## src/rtl/core/srb_ram.sv

```systemverilog
// simple dual-port ram, one write and one registered read per cycle
// no dependencies
`timescale 1ns / 1ps

module srb_ram #(
  parameter int WIDTH = 8,
  parameter int DEPTH = 32
) (
  input  logic                     clk,
  input  logic                     we,
  input  logic [$clog2(DEPTH)-1:0] waddr,
  input  logic [WIDTH-1:0]         wdata,
  input  logic [$clog2(DEPTH)-1:0] raddr,
  output logic [WIDTH-1:0]         rdata
);

  logic [WIDTH-1:0] mem [DEPTH];

  always_ff @(posedge clk) begin
    if (we) begin
      mem[waddr] <= wdata;
    end
  end

  always_ff @(posedge clk) begin
    rdata <= mem[raddr];
  end

endmodule
```

## config.mk

```make
export PLATFORM = sky130hd
export DESIGN_NAME = srb_ram
export DESIGN_NICKNAME = d
export VERILOG_FILES = /design/src/rtl/core/srb_ram.sv
export SDC_FILE = /design/constraint.sdc
export NUM_CORES = 1
export LEC_CHECK = 0
export ABC_AREA = 1
export ABC_CLOCK_PERIOD_IN_PS = 1400
export BUFFER_PORTS_ARGS = -buffer_cell sky130_fd_sc_hd__buf_2
export CORE_ASPECT_RATIO = 1.75
export CORE_MARGIN = 2
export CORE_UTILIZATION = 50
export DETAILED_ROUTE_END_ITERATION = 12
export MAX_ROUTING_LAYER = met4
export PLACE_DENSITY = 0.65
export SYNTH_ARGS = -nofsm -noshare
export SYNTH_HDL_FRONTEND = slang
export SYNTH_SLANG_ARGS = --single-unit
```

## constraint.sdc

```tcl
create_clock -name clk -period 1.4 [get_ports clk]
set_input_delay 0.07 -clock clk [delete_from_list [all_inputs] [get_ports clk]]
set_output_delay 0.07 -clock clk [all_outputs]
set_load 0.1 [all_outputs]
```

==> results.tsv <==
stage	metric	value	unit
worst_setup_path	Worst path slowest cell	buf_2	
worst_setup_path	origin of the critical flop-to-flop path	mem[25][0]	
cts	Clock Path Buffers	3	
sta	Slew HR	0.5815	
power_and_ir_drop	LEAKAGE	4.635	nW
power_and_ir_drop	maximum vdd drop	1.278	mV
yosys	Avg Inst Size Synth	11.70	um^2
sta	Final Cycle Share	0.9686	
cts	H-tree depth	1	
worst_setup_path	crit end category	primary output	
job	MaxCap Viol Count	0	
sta	Final setup viols	0	
worst_setup_path	crit path from	rdata[2]	
cts	clock sink total	264	
floorplanning	Die H	198.3	um
global_route	grt total ovfl	0	
drt	First-pass DRT Iterations	5	
place	RD Place Congestion	0.8221	
place	Port Buf Inserts	27	
sta	Setup Skew	0.01571	ns
yosys	share of the synthesized area in the top cell type	0.7127	
worst_setup_path	Crit Path Category	reg -> out	
yosys	synthesized area	10790	um^2
cts	Clk Latency, worst-skew pair	0.52	ns
hold_path	Hold Path Class	in -> reg	
yosys	most common cell in the netlist	nand2_1	
place	Placed Cells	1213	
drt	Remaining DRCs	0	
finish	FILL cells	1765	
sta	setup_tns	0	ns
yosys	yosys warns	0	
sta	FMAX	737.4	MHz
sta	minimum clock period	1.356	ns
floorplanning	row count	71	
drt	WL/cell	19.21	um
worst_setup_path	WP buf/inv	1	
yosys	top cells by instance count after synthesis	360 x nand2_1, 256 x edfxtp_1, 204 x nand3_1	
yosys	number of synthesized flops with an enable pin	256	
global_route	GRT Total Usage	0.2266	
drt	DR iter-0 viols	615	
sta	RSZ-0062 raised after global routing	no	
floorplanning	Initial Util	0.5059	
yosys	Mapped Nets	942	
worst_setup_path	CP max stage delay	0.43	ns
outcome	status	complete, no violations	
floorplanning	core area	21320	um^2
cts	root buf cell	clkbuf_16	
finish	Layout area overhead	13.39	%
finish	ant diodes	0	
yosys	share of synthesized registers carrying an async set or reset	0	
power_and_ir_drop	total power	0.01628	W
drt	Total Wirelength	24.13	mm
drt	Routed Antenna Nets	0	
yosys	Yosys top cell by area	edfxtp_1	
worst_setup_path	Startpoint Class	register	
yosys	top cells by area, synth	edfxtp_1 71%, nand2_1 13%, nand3_1 9.5%	
drt	Avg Vias per Cell	5.445	
floorplanning	Die ar.	22810	um^2
sta	Final Max Slew Viols	0	
cts	TritonCTS clock tree	built	
worst_setup_path	crit path max fanout	1	
cts	CTS buffer count	22	
finish	Design Area, Final	12230	um^2
worst_setup_path	crit path DAT	1.29	ns
sta	Worst Tran Pin Value	0.6278	ns
place	Final HPWL DP	14.92	mm
worst_setup_path	critical path's top delay family	buffers and inverters	
floorplanning	Die X-Extent	115.0	um
global_route	initial antenna violation count	0	
power_and_ir_drop	power per cell area	1331	nW/um^2
finish	Final #Nets	1006	
yosys	Distinct cells, synth	12	
worst_setup_path	cells along the critical path	buf_2	
yosys	sequential area share after synthesis	0.7275	
global_route	vias in the first global route	6778	
yosys	register bit count reported by yosys	264	
yosys	Top FF cell, synth	edfxtp_1	
finish	Non-Filler Instances	1256	
hold_path	worst hold start	wdata[7]	
floorplanning	IO Count	28	
worst_setup_path	worst path required time	1.33	ns
yosys	Cells after Synth	922	
global_route	first-pass GRT wire length	37.75	mm
place	placed instance area	11460	um^2
drt	DR vias	6839	
finish	Finished Core Util	0.5737	
global_route	largest net degree at the start of global routing	55	
cts	Clock transition at path regs	0.06	ns
sta	Fin. Hold Viols	0	
finish	share of cells above drive strength 1	0.1249	
## where the power goes
part           leakage, nW  internal (W)  switching [W]
logic                 1.90      0.000359       0.000946
clock network        0.366       0.00352        0.00264
registers             2.37       0.00878      0.0000373
## layout by cell type, fill, tap and decap left out
| cell type | Yosys | layout |
|---|---|---|
| buf_4 | 4 | 52 |
| inv_1 | 8 | 8 |
| nor2_1 | 32 | 32 |
| clkbuf_8 | 0 | 3 |
| dfxtp_1 | 8 | 8 |
| clkinv_1 | 0 | 1 |
| buf_2 | 15 | 23 |
| inv_2 | 2 | 1 |
| buf_12 | 0 | 13 |
| clkinv_2 | 0 | 8 |
| clkbuf_16 | 0 | 23 |
| dlygate4sd3_1 | 0 | 4 |
| clkbuf_1 | 7 | 3 |
| bufinv_16 | 0 | 2 |
| nand3_1 | 204 | 204 |
| edfxtp_1 | 256 | 256 |
| nand2_1 | 360 | 360 |
## per-stage QoR
step	setup WS [ns]	hold WS, ns
global route	0.007166	0.08996
CTS	0.01653	0.06909
global placement	-0.006337	0.4199
floorplan	0.2960	0.1689
finish	0.04392	0.07062
detailed placement	-0.02756	0.4239
## flip-flops by register name, indices dropped and copies added (netlist names)
register / count
mem: 256
rdata: 8
## layer usage
| metal | up-vias | track usage | part of all wire |
|---|---|---|---|
| met3 | 37 | 0.02479 | 0.051 |
| met1 | 3285 | 0.2822 | 0.40 |
| met5 | - | - | 0 |
| met2 | 195 | 0.3837 | 0.52 |
| li1 | 3322 | - | - |
| met4 | 0 | 0.08121 | 0.027 |
## cells by family (layout without fill, tap and decap cells)
| logic type | count (synthesis) | count (layout) | synth area share |
|---|---|---|---|
| simple gates | 596 | 596 | 0.2311 |
| flops | 264 | 264 | 0.7275 |
| buf+inv | 62 | 141 | 0.04141 |
## layout make-up
cell class                 instances  area (um^2)  area share
sequential                       264         7848      0.6416
multi-input combinational        596         2492      0.2038
timing repair buffer              92        805.8     0.06588
clock buffer                      29        628.1     0.05136
tap                              255        319.1     0.02609
clock inverter                    10        98.84    0.008082
inverter                          10        38.79    0.003171
## final timing paths
path / end / slack (ns) / cells past startpoint
setup / recovery: rdata[2] / 0.04 / 1
hold / removal: mem[13][7] / 0.07 / 2
setup reg to reg: rdata[0] / 0.22 / 8
hold reg to reg: rdata[0] / 0.76 / 8
## repair_timing
action,4_1_cts,5_1_grt
endpoints found under the setup margin,3,0
hold endpoints to repair,87,0
resized for setup,3,0
hold buffers,4,0
setup buffers,0,0
(Power assumes the default switching activity.)
